**src/hdl/hsv_to_rgb_converter_macros.svh**
```systemverilog
// Assertion macros for the colour converter.
// Each macro takes a label, the clock, the active-low reset, a condition and a consequence.
`ifndef HSV_TO_RGB_CONVERTER_MACROS_SVH
`define HSV_TO_RGB_CONVERTER_MACROS_SVH

// The consequence must hold in the same cycle as the condition.
`define HSV_ASSERT_NOW(lbl, clk_i, rstn_i, cond, cons) \
  lbl: assert property (@(posedge clk_i) disable iff (!rstn_i) (cond) |-> (cons)) \
    else $error("hsv_to_rgb_converter: same-cycle check failed");

// The consequence must hold in the cycle after the condition.
`define HSV_ASSERT_NEXT(lbl, clk_i, rstn_i, cond, cons) \
  lbl: assert property (@(posedge clk_i) disable iff (!rstn_i) (cond) |=> (cons)) \
    else $error("hsv_to_rgb_converter: next-cycle check failed");

`endif

```
**src/hdl/hsv_pkg.sv**
```systemverilog
`default_nettype none

package hsv_pkg;

  // Width of one colour channel.
  localparam int CHAN_W = 8;

  // Width of the hue sector number.
  localparam int SECTOR_W = 3;

  // Hue sectors, one sixth of a turn each.
  typedef enum logic [SECTOR_W-1:0] {
    SEC_RED_YELLOW    = 3'd0,
    SEC_YELLOW_GREEN  = 3'd1,
    SEC_GREEN_CYAN    = 3'd2,
    SEC_CYAN_BLUE     = 3'd3,
    SEC_BLUE_MAGENTA  = 3'd4,
    SEC_MAGENTA_RED   = 3'd5
  } sector_t;

endpackage

`default_nettype wire

```
**src/hdl/hsv_to_rgb_converter.sv**
```systemverilog
// Four register stages: an input transfer moves through stage 1, stage 2, stage 3 and the output
// register; with out_ready high, one pixel per clock flows through. A stage holds its pixel
// only while the next cannot load, so a low out_ready stalls the stages behind it.
// Stages: clamp and hue split; V(1-S), S*f, S*(1-f); V(1-S*f), V(1-S(1-f)); routing, scaling.
// Reset (rst_n low, synchronous) clears all valid bits; payload registers are not reset.
`default_nettype none

module hsv_to_rgb_converter #(
  parameter int FRAC_BITS = 16
) (
  input  wire logic                        clk,
  input  wire logic                        rst_n,
  input  wire logic                        in_valid,
  output logic                             in_ready,
  input  wire logic [FRAC_BITS-1:0]        in_hue,
  input  wire logic [FRAC_BITS:0]          in_saturation,
  input  wire logic [FRAC_BITS:0]          in_brightness,
  output logic                             out_valid,
  input  wire logic                        out_ready,
  output logic [hsv_pkg::CHAN_W-1:0]       out_red,
  output logic [hsv_pkg::CHAN_W-1:0]       out_green,
  output logic [hsv_pkg::CHAN_W-1:0]       out_blue
);

  import hsv_pkg::*;

  `include "hsv_to_rgb_converter_macros.svh"

  localparam int F  = FRAC_BITS;
  localparam int PW = 2 * F + 2;
  localparam logic [F:0] ONE = {1'b1, {F{1'b0}}};

  // Stage handshake: a stage may load when it is empty or its content moves on.
  logic s1_valid_r, s2_valid_r, s3_valid_r, out_valid_r;
  logic s1_valid_nxt, s2_valid_nxt, s3_valid_nxt, out_valid_nxt;
  logic rdy1, rdy2, rdy3;

  assign rdy3     = !out_valid_r || out_ready;
  assign rdy2     = !s3_valid_r || rdy3;
  assign rdy1     = !s2_valid_r || rdy2;
  assign in_ready = !s1_valid_r || rdy1;

  // Stage 1: clamp inputs, split hue into sector and fraction.
  logic [F:0]   sat_c, val_c;
  logic [F+2:0] h6;
  logic [F:0]   s1_sat_r, s1_val_r, s1_sat_nxt, s1_val_nxt;
  logic [F-1:0] s1_frac_r, s1_frac_nxt;
  sector_t      s1_sector_r, s1_sector_nxt;

  always_comb begin
    sat_c         = (in_saturation > ONE) ? ONE : in_saturation;
    val_c         = (in_brightness > ONE) ? ONE : in_brightness;
    h6            = (F+3)'(in_hue) * (F+3)'(6);
    s1_sat_nxt    = sat_c;
    s1_val_nxt    = val_c;
    s1_frac_nxt   = h6[F-1:0];
    s1_sector_nxt = sector_t'(h6[F+2:F]);
  end

  // Stage 2: p = V(1-S), and the saturation products S*f and S*(1-f).
  logic [PW-1:0] prod_p, prod_sf, prod_sg;
  logic [F:0]    s2_val_r, s2_p_r, s2_sf_r, s2_sg_r;
  logic [F:0]    s2_val_nxt, s2_p_nxt, s2_sf_nxt, s2_sg_nxt;
  sector_t       s2_sector_r, s2_sector_nxt;

  always_comb begin
    prod_p        = PW'(s1_val_r) * PW'(ONE - s1_sat_r);
    prod_sf       = PW'(s1_sat_r) * PW'({1'b0, s1_frac_r});
    prod_sg       = PW'(s1_sat_r) * PW'(ONE - {1'b0, s1_frac_r});
    s2_val_nxt    = s1_val_r;
    s2_p_nxt      = prod_p[2*F:F];
    s2_sf_nxt     = prod_sf[2*F:F];
    s2_sg_nxt     = prod_sg[2*F:F];
    s2_sector_nxt = s1_sector_r;
  end

  // Stage 3: q = V(1-S*f) and t = V(1-S*(1-f)).
  logic [PW-1:0] prod_q, prod_t;
  logic [F:0]    s3_val_r, s3_p_r, s3_q_r, s3_t_r;
  logic [F:0]    s3_val_nxt, s3_p_nxt, s3_q_nxt, s3_t_nxt;
  sector_t       s3_sector_r, s3_sector_nxt;

  always_comb begin
    prod_q        = PW'(s2_val_r) * PW'(ONE - s2_sf_r);
    prod_t        = PW'(s2_val_r) * PW'(ONE - s2_sg_r);
    s3_val_nxt    = s2_val_r;
    s3_p_nxt      = s2_p_r;
    s3_q_nxt      = prod_q[2*F:F];
    s3_t_nxt      = prod_t[2*F:F];
    s3_sector_nxt = s2_sector_r;
  end

  // Stage 4: route the terms by sector and scale each channel by 255.
  logic [F:0]   r_frac, g_frac, b_frac;
  logic [F+8:0] r_255, g_255, b_255;
  logic [CHAN_W-1:0] red_r, green_r, blue_r, red_nxt, green_nxt, blue_nxt;

  always_comb begin
    unique case (s3_sector_r)
      SEC_RED_YELLOW: begin
        r_frac = s3_val_r; g_frac = s3_t_r;   b_frac = s3_p_r;
      end
      SEC_YELLOW_GREEN: begin
        r_frac = s3_q_r;   g_frac = s3_val_r; b_frac = s3_p_r;
      end
      SEC_GREEN_CYAN: begin
        r_frac = s3_p_r;   g_frac = s3_val_r; b_frac = s3_t_r;
      end
      SEC_CYAN_BLUE: begin
        r_frac = s3_p_r;   g_frac = s3_q_r;   b_frac = s3_val_r;
      end
      SEC_BLUE_MAGENTA: begin
        r_frac = s3_t_r;   g_frac = s3_p_r;   b_frac = s3_val_r;
      end
      default: begin
        r_frac = s3_val_r; g_frac = s3_p_r;   b_frac = s3_q_r;
      end
    endcase
    // Times 255 is times 256 minus one copy.
    r_255     = {r_frac, 8'b0} - (F+9)'(r_frac);
    g_255     = {g_frac, 8'b0} - (F+9)'(g_frac);
    b_255     = {b_frac, 8'b0} - (F+9)'(b_frac);
    red_nxt   = r_255[F+7:F];
    green_nxt = g_255[F+7:F];
    blue_nxt  = b_255[F+7:F];
  end

  // Valid bits follow the stage handshake.
  always_comb begin
    s1_valid_nxt  = in_ready ? in_valid : s1_valid_r;
    s2_valid_nxt  = rdy1 ? s1_valid_r : s2_valid_r;
    s3_valid_nxt  = rdy2 ? s2_valid_r : s3_valid_r;
    out_valid_nxt = rdy3 ? s3_valid_r : out_valid_r;
  end

  always_ff @(posedge clk) begin
    if (!rst_n) begin
      s1_valid_r  <= 1'b0;
      s2_valid_r  <= 1'b0;
      s3_valid_r  <= 1'b0;
      out_valid_r <= 1'b0;
    end else begin
      s1_valid_r  <= s1_valid_nxt;
      s2_valid_r  <= s2_valid_nxt;
      s3_valid_r  <= s3_valid_nxt;
      out_valid_r <= out_valid_nxt;
    end
  end

  // Payload registers load whenever their stage may accept.
  always_ff @(posedge clk) begin
    if (in_ready) begin
      s1_sat_r    <= s1_sat_nxt;
      s1_val_r    <= s1_val_nxt;
      s1_frac_r   <= s1_frac_nxt;
      s1_sector_r <= s1_sector_nxt;
    end
    if (rdy1) begin
      s2_val_r    <= s2_val_nxt;
      s2_p_r      <= s2_p_nxt;
      s2_sf_r     <= s2_sf_nxt;
      s2_sg_r     <= s2_sg_nxt;
      s2_sector_r <= s2_sector_nxt;
    end
    if (rdy2) begin
      s3_val_r    <= s3_val_nxt;
      s3_p_r      <= s3_p_nxt;
      s3_q_r      <= s3_q_nxt;
      s3_t_r      <= s3_t_nxt;
      s3_sector_r <= s3_sector_nxt;
    end
    if (rdy3) begin
      red_r   <= red_nxt;
      green_r <= green_nxt;
      blue_r  <= blue_nxt;
    end
  end

  assign out_valid = out_valid_r;
  assign out_red   = red_r;
  assign out_green = green_r;
  assign out_blue  = blue_r;

  // A hue below one turn never produces a sector beyond magenta-red.
  `HSV_ASSERT_NOW(a_sector_range, clk, rst_n, s1_valid_r, s1_sector_r <= SEC_MAGENTA_RED)
  // The p term never exceeds the value.
  `HSV_ASSERT_NOW(a_p_bounded, clk, rst_n, s2_valid_r, s2_p_r <= s2_val_r)
  // The q and t terms never exceed the value.
  `HSV_ASSERT_NOW(a_qt_bounded, clk, rst_n, s3_valid_r,
                  (s3_q_r <= s3_val_r) && (s3_t_r <= s3_val_r))
  // A pixel leaving the last working stage is presented at the output next cycle.
  `HSV_ASSERT_NEXT(a_s3_to_out, clk, rst_n, s3_valid_r && rdy3, out_valid_r)

endmodule

`default_nettype wire
```
**config.mk**
```make
export PLATFORM = sky130hd
export DESIGN_NAME = hsv_to_rgb_converter
export DESIGN_NICKNAME = d
export VERILOG_FILES = /design/src/hdl/hsv_pkg.sv /design/src/hdl/hsv_to_rgb_converter.sv
export VERILOG_INCLUDE_DIRS = /design/src /design/src/hdl
export SDC_FILE = /design/constraint.sdc
export NUM_CORES = 2
export LEC_CHECK = 0
export ABC_AREA = 1
export BUFFER_PORTS_ARGS = -buffer_cell sky130_fd_sc_hd__buf_2
export CAP_MARGIN = 25
export CELL_PAD_IN_SITES_DETAIL_PLACEMENT = 1
export CELL_PAD_IN_SITES_GLOBAL_PLACEMENT = 1
export CORE_MARGIN = 2
export CORE_UTILIZATION = 45
export DETAILED_ROUTE_END_ITERATION = 6
export GPL_TIMING_DRIVEN = 0
export HOLD_SLACK_MARGIN = 0.06
export PLACE_DENSITY = 0.82
export SYNTH_ARGS = -nofsm -noshare
export SYNTH_HDL_FRONTEND = slang
export SYNTH_SLANG_ARGS = --single-unit
```
**constraint.sdc**
```tcl
create_clock -name clk -period 17.5 [get_ports clk]
set_input_delay 1.75 -clock clk [delete_from_list [all_inputs] [get_ports clk]]
set_output_delay 1.75 -clock clk [all_outputs]
set_load 0.02 [all_outputs]
```
# Word level (Yosys, flattened, before mapping)
# Index checks and enable logic that the tools add are counted.
# W data, S select, Z words.
[word_totals]
register_bits = 222
latch_bits = 0
ramBits = 0
rom_bits = 0
word_cells = 56
n_memories = 0
[classes]
addsub = 7
n_mul = 6
n_div = 0
order_cmp = 2
n_eq_ne = 4
shifts = 0
mux = 3
bitwise_logic = 0
reduce_logical = 13
[ops]
columns = ["op", "count"]
rows = [
  ["$pmux W17 S3", 3],
  ["$mul A18 B18 Y33", 4],
  ["$sub A24 B17 Y24", 3],
  ["$sub A17 B17 Y18 const A", 3],
  ["$gt A17 B17 Y1 const B", 2],
  ["$mul A17 B15 Y32", 1],
  ["$mul A16 B2 Y18 const B", 1],
  ["$sub A17 B16 Y18 const A", 1],
  ["$reduce_or A2 Y1", 4],
  ["$eq A3 B2 Y1 const B", 2],
  ["$logic_not A1 Y1", 4],
  ["$logic_or A1 B1 Y1", 4],
  ["$eq A3 B1 Y1 const B", 1],
  ["$eq A3 B3 Y1 const B", 1],
  ["$logic_not A3 Y1", 1],
]

# Longest topological paths before layout
[depth]
ltp_word = 5
mapped_depth = 37
mapped_depth_nobuf = 34

# Worst setup path before layout
# OpenSTA, ideal clock, no wires.
[synth_timing]
kind = "reg2reg"
startpoint = "register s1_sat_r[0]"
endpoint = "register s2_p_r[14], data pin"
arrival_ps = 6855
t_required_ps = 17248
setup_slack_ps = 10393
path_stages_with_launch = 35
synth_period_minus_slack_ps = 7107
path_cell_list = "edfxtp_1 clkbuf_1 inv_1 buf_1 ha_1 nand2_1 nor2_4 nand3_2 nor2_4 inv_1 o31ai_1 nand2_1 inv_1 buf_2 nand2_1 fa_1 inv_1 fa_1 inv_1 fa_1 inv_1 fa_1 fa_1 inv_1 fa_1 inv_1 ha_1 nand2_1 nor2_1 nand2_1 or2_2 o21ai_0 nand3_1 nand3_1 nand2_1"
[synth_via]
elab_chain_len = 2
[synth_rtl]
columns = ["item", "line", "rtl"]
rows = [
  ["start, declared", "hsv_to_rgb_converter.sv:46", "logic [F:0] s1_sat_r, s1_val_r, s1_sat_nxt, s1_val_nxt;"],
  ["start signal, assigned", "hsv_to_rgb_converter.sv:153", "s1_sat_r <= s1_sat_nxt;"],
  ["$sub A17 B17 Y18", "hsv_to_rgb_converter.sv:67", "prod_p = PW'(s1_val_r) * PW'(ONE - s1_sat_r);"],
  ["$mul A18 B18 Y33", "hsv_to_rgb_converter.sv:67", ""],
  ["named net prod_p[30]", "hsv_to_rgb_converter.sv:61", "logic [PW-1:0] prod_p, prod_sf, prod_sg;"],
  ["end signal, assigned", "hsv_to_rgb_converter.sv:160", "s2_p_r <= s2_p_nxt;"],
  ["end, declared", "hsv_to_rgb_converter.sv:62", "logic [F:0] s2_val_r, s2_p_r, s2_sf_r, s2_sg_r;"],
]
# The timed path passes the listed nets, and every way through them passes these cells.
# A chain may end at the register's enable or synchronous reset.

# Worst setup path in the final report
[layout_timing]
startpoint = "register s1_sat_r[0]"
endpoint = "register s2_p_r[5], data pin"
# Same word-level chain as after synthesis.

==> qor.yml <==
timing:
  fin_setup_tns_ns: 0
  rsz0062_at_grt: "no"
  hold_viol_final: 0
  skew_ns: 0.0664
  period_needed_ns: 10.14
  slew_viol_final: 0
  relSlewSlack: 0.211
  finalSetupViolCount: 0
  tightest_slew_ns: 1.18
  fin_crit_sh: 0.580
  fmax_mhz: 98.6
detailed_routing:
  drc: 1
  drtPass1Iterations: 7
  routed_wl_mm: 217
  avgViaCountPerCell: 5.40
  vias: 52900
  ant_nets: 0
  wl_per_cell_um: 22.2
  drt_iter0_drc: 3801
critical_path:
  cp_common_cell: "nand2_1"
  path_max_fanout: 10
  crit_arrival_ns: 10.48
  cp-start-kind: "flop"
  worstSetupEndpointType: "flop"
  cp_slowest_cell: "a21oi_1"
  worstPathRequired_ns: 17.84
  slowest_delay_ns: 0.62
  path_class: "flop to flop"
floorplanning:
  die_area_sq_um: 138000
  fp.coreArea_sq_um: 134000
  initial_core_util: 0.455
  die_x_um: 372
  ioPinCount: 80
  die_h_um: 372
  rows: 134
finish:
  final_common_cell: "inv_1"
  layout_common_cells: "2,015 x inv_1, 1,882 x nand2_1, 1,117 x fa_1"
  drive_gt1_frac: 0.0287
  n_antenna_cell: 0
  final_area_sq_um: 64500
  area_growth_pct: 5.99
  layout.nets: 9760
clock_network:
  cts_sinks: 222
  h-tree-depth: 1
  post_cts_buffers: 0
  cts_buffers: 29
  cts.repair.resized: 0
  clkTransAtPathRegs_ns: 0.08
  cts_tree: "built"
  worstSkewPairLatency_ns: 0.66
  cts_root_buf: "clkbuf_16"
  clockBufferDepth: 3
  holdBufCountCts: 0
placement:
  placed_area_sq_um: 63500
  dpl.hpwl_mm: 186
  portBuffers: 79
  finalWeightedCongestion: 1.02
synth:
  synthFlopType: "edfxtp_1"
  synth_cells: 7886
  synth.distinct_cells: 64
  synth_seq_cells: 222
  synth_edf_count: 218
  synthArstFlopShare: 0
  yosys_warnings: 0
  synth_area_leaders: "fa_1 37%, inv_1 12%, ha_1 12%, nand2_1 12%, edfxtp_1 11%"
  synth_top_area_cell: "fa_1"
  avgSynthCellArea_sq_um: 7.72
  synth_nets: 9644
  synthesis.area_sq_um: 60900
  synth_top_cell_area_share: 0.367
  ys_seq_area_frac: 0.109
run:
  drv_cap: 0
global_routing:
  antenna_found_initial: 2
  grt_max_degree: 74
  grt_pass1_wl_mm: 337
  grt_overflow: 0
  grt_pass1_vias: 59000
  grtUsageTotal: 0.321
status:
  outcome: "complete, but fails checks"
  violations: "DRC"
worst_hold_path:
  hp-class: "flop to flop"
## cell families (layout without fill, tap and decap cells)
group | Yosys count | after routing | share of synthesized area
AOI/OAI and AO/OA | 474 | 474 | 0.0433
and+or+nand+nor | 3105 | 3105 | 0.204
buffers and inverters | 2293 | 2431 | 0.143
adders and majority gates | 1704 | 1704 | 0.488
xor gates and xnor gates | 88 | 88 | 0.0128
DFF | 222 | 222 | 0.109
## critical path, delay by kind of cell (launching register included)
kind,cells,cell delay (ns)
DFF,1,0.35
and+or+nand+nor,12,1.62
adders and majority gates,8,3.77
AOI/OAI and AO/OA,3,1.48
buffers and inverters,11,2.60
## metrics by stage
step,hold WS (ns),util,worst slack (ns),cells
floorplan,0.400,-,10.39,7886
global placement,0.406,0.475,7.91,9733
detailed placement,0.409,0.475,7.82,9735
CTS,0.401,0.482,7.72,9788
global route,0.404,0.482,6.94,9792
finish,0.401,0.482,7.36,9792
## state kept, by name, summed over array words and instances (netlist names)
register     flops
s3_p_r          17
out_valid        1
s1_sector_r      3
s1_valid_r       1
out_red          8
s3_q_r          17
s1_sat_r        17
out_blue         8
s3_t_r          17
s3_sector_r      3
s2_sf_r         17
s2_val_r        17
s2_p_r          17
s3_val_r        17
s3_valid_r       1
s2_valid_r       1
s2_sg_r         17
s1_frac_r       15
s2_sector_r      3
s1_val_r        17
out_green        8
## worst paths after layout
path,start,endpoint,slack (ns),cells past startpoint
hold / removal,s1_sector_r[0],s2_sector_r[0],0.40,0
hold reg to reg,s1_sector_r[0],s2_sector_r[0],0.40,0
setup / recovery,s1_sat_r[0],s2_p_r[5],7.36,34
setup reg to reg,s1_sat_r[0],s2_p_r[5],7.36,34
## synthesized netlist by cell type, types with 3 or more instances
cell type	number
o2111ai_1	3
a221oi_1	4
o21bai_1	5
clkbuf_1	181
or2_0	5
nand3b_1	10
nand2_2	11
nand3_1	209
a21o_1	17
xnor2_1	24
o21a_1	19
buf_2	24
a31oi_1	23
nor2_2	11
xor2_1	63
and2_1	4
nand4_1	49
or2_2	12
dfxtp_1	4
nor2_4	4
ha_1	587
fa_1	1117
o21ai_1	6
a21oi_1	220
clkinv_1	16
buf_1	30
or2_1	3
inv_1	2017
a21boi_0	4
nor3_1	49
a211oi_1	4
nand2_1	1883
buf_6	6
o211ai_1	9
nor4_1	21
o21ai_0	141
nor2_1	820
o221ai_1	7
buf_4	6
inv_2	11
edfxtp_1	218
## layout make-up
type	count	area, sq um
Buffer	247	1020
Multi-Input combinational cell	5371	45500
Sequential cell	222	6630
Tap cell	1768	2210
Timing Repair Buffer	85	500
Clock inverter	18	179
Fill cell	16800	69300
Clock buffer	35	748
Inverter	2046	7690
## per-layer routing
layer  global-route usage  vias to the layer above  part of all wire
met4                0.187                        6             0.073
li1                     -                    23500                 -
met3               0.0596                      661             0.072
met1                0.390                    26800              0.39
met5                    0                        -           0.00023
met2                0.533                     1888              0.46
Power is not shown: default switching activity piles up to over one toggle a cycle in this logic, so the estimate is an artifact.
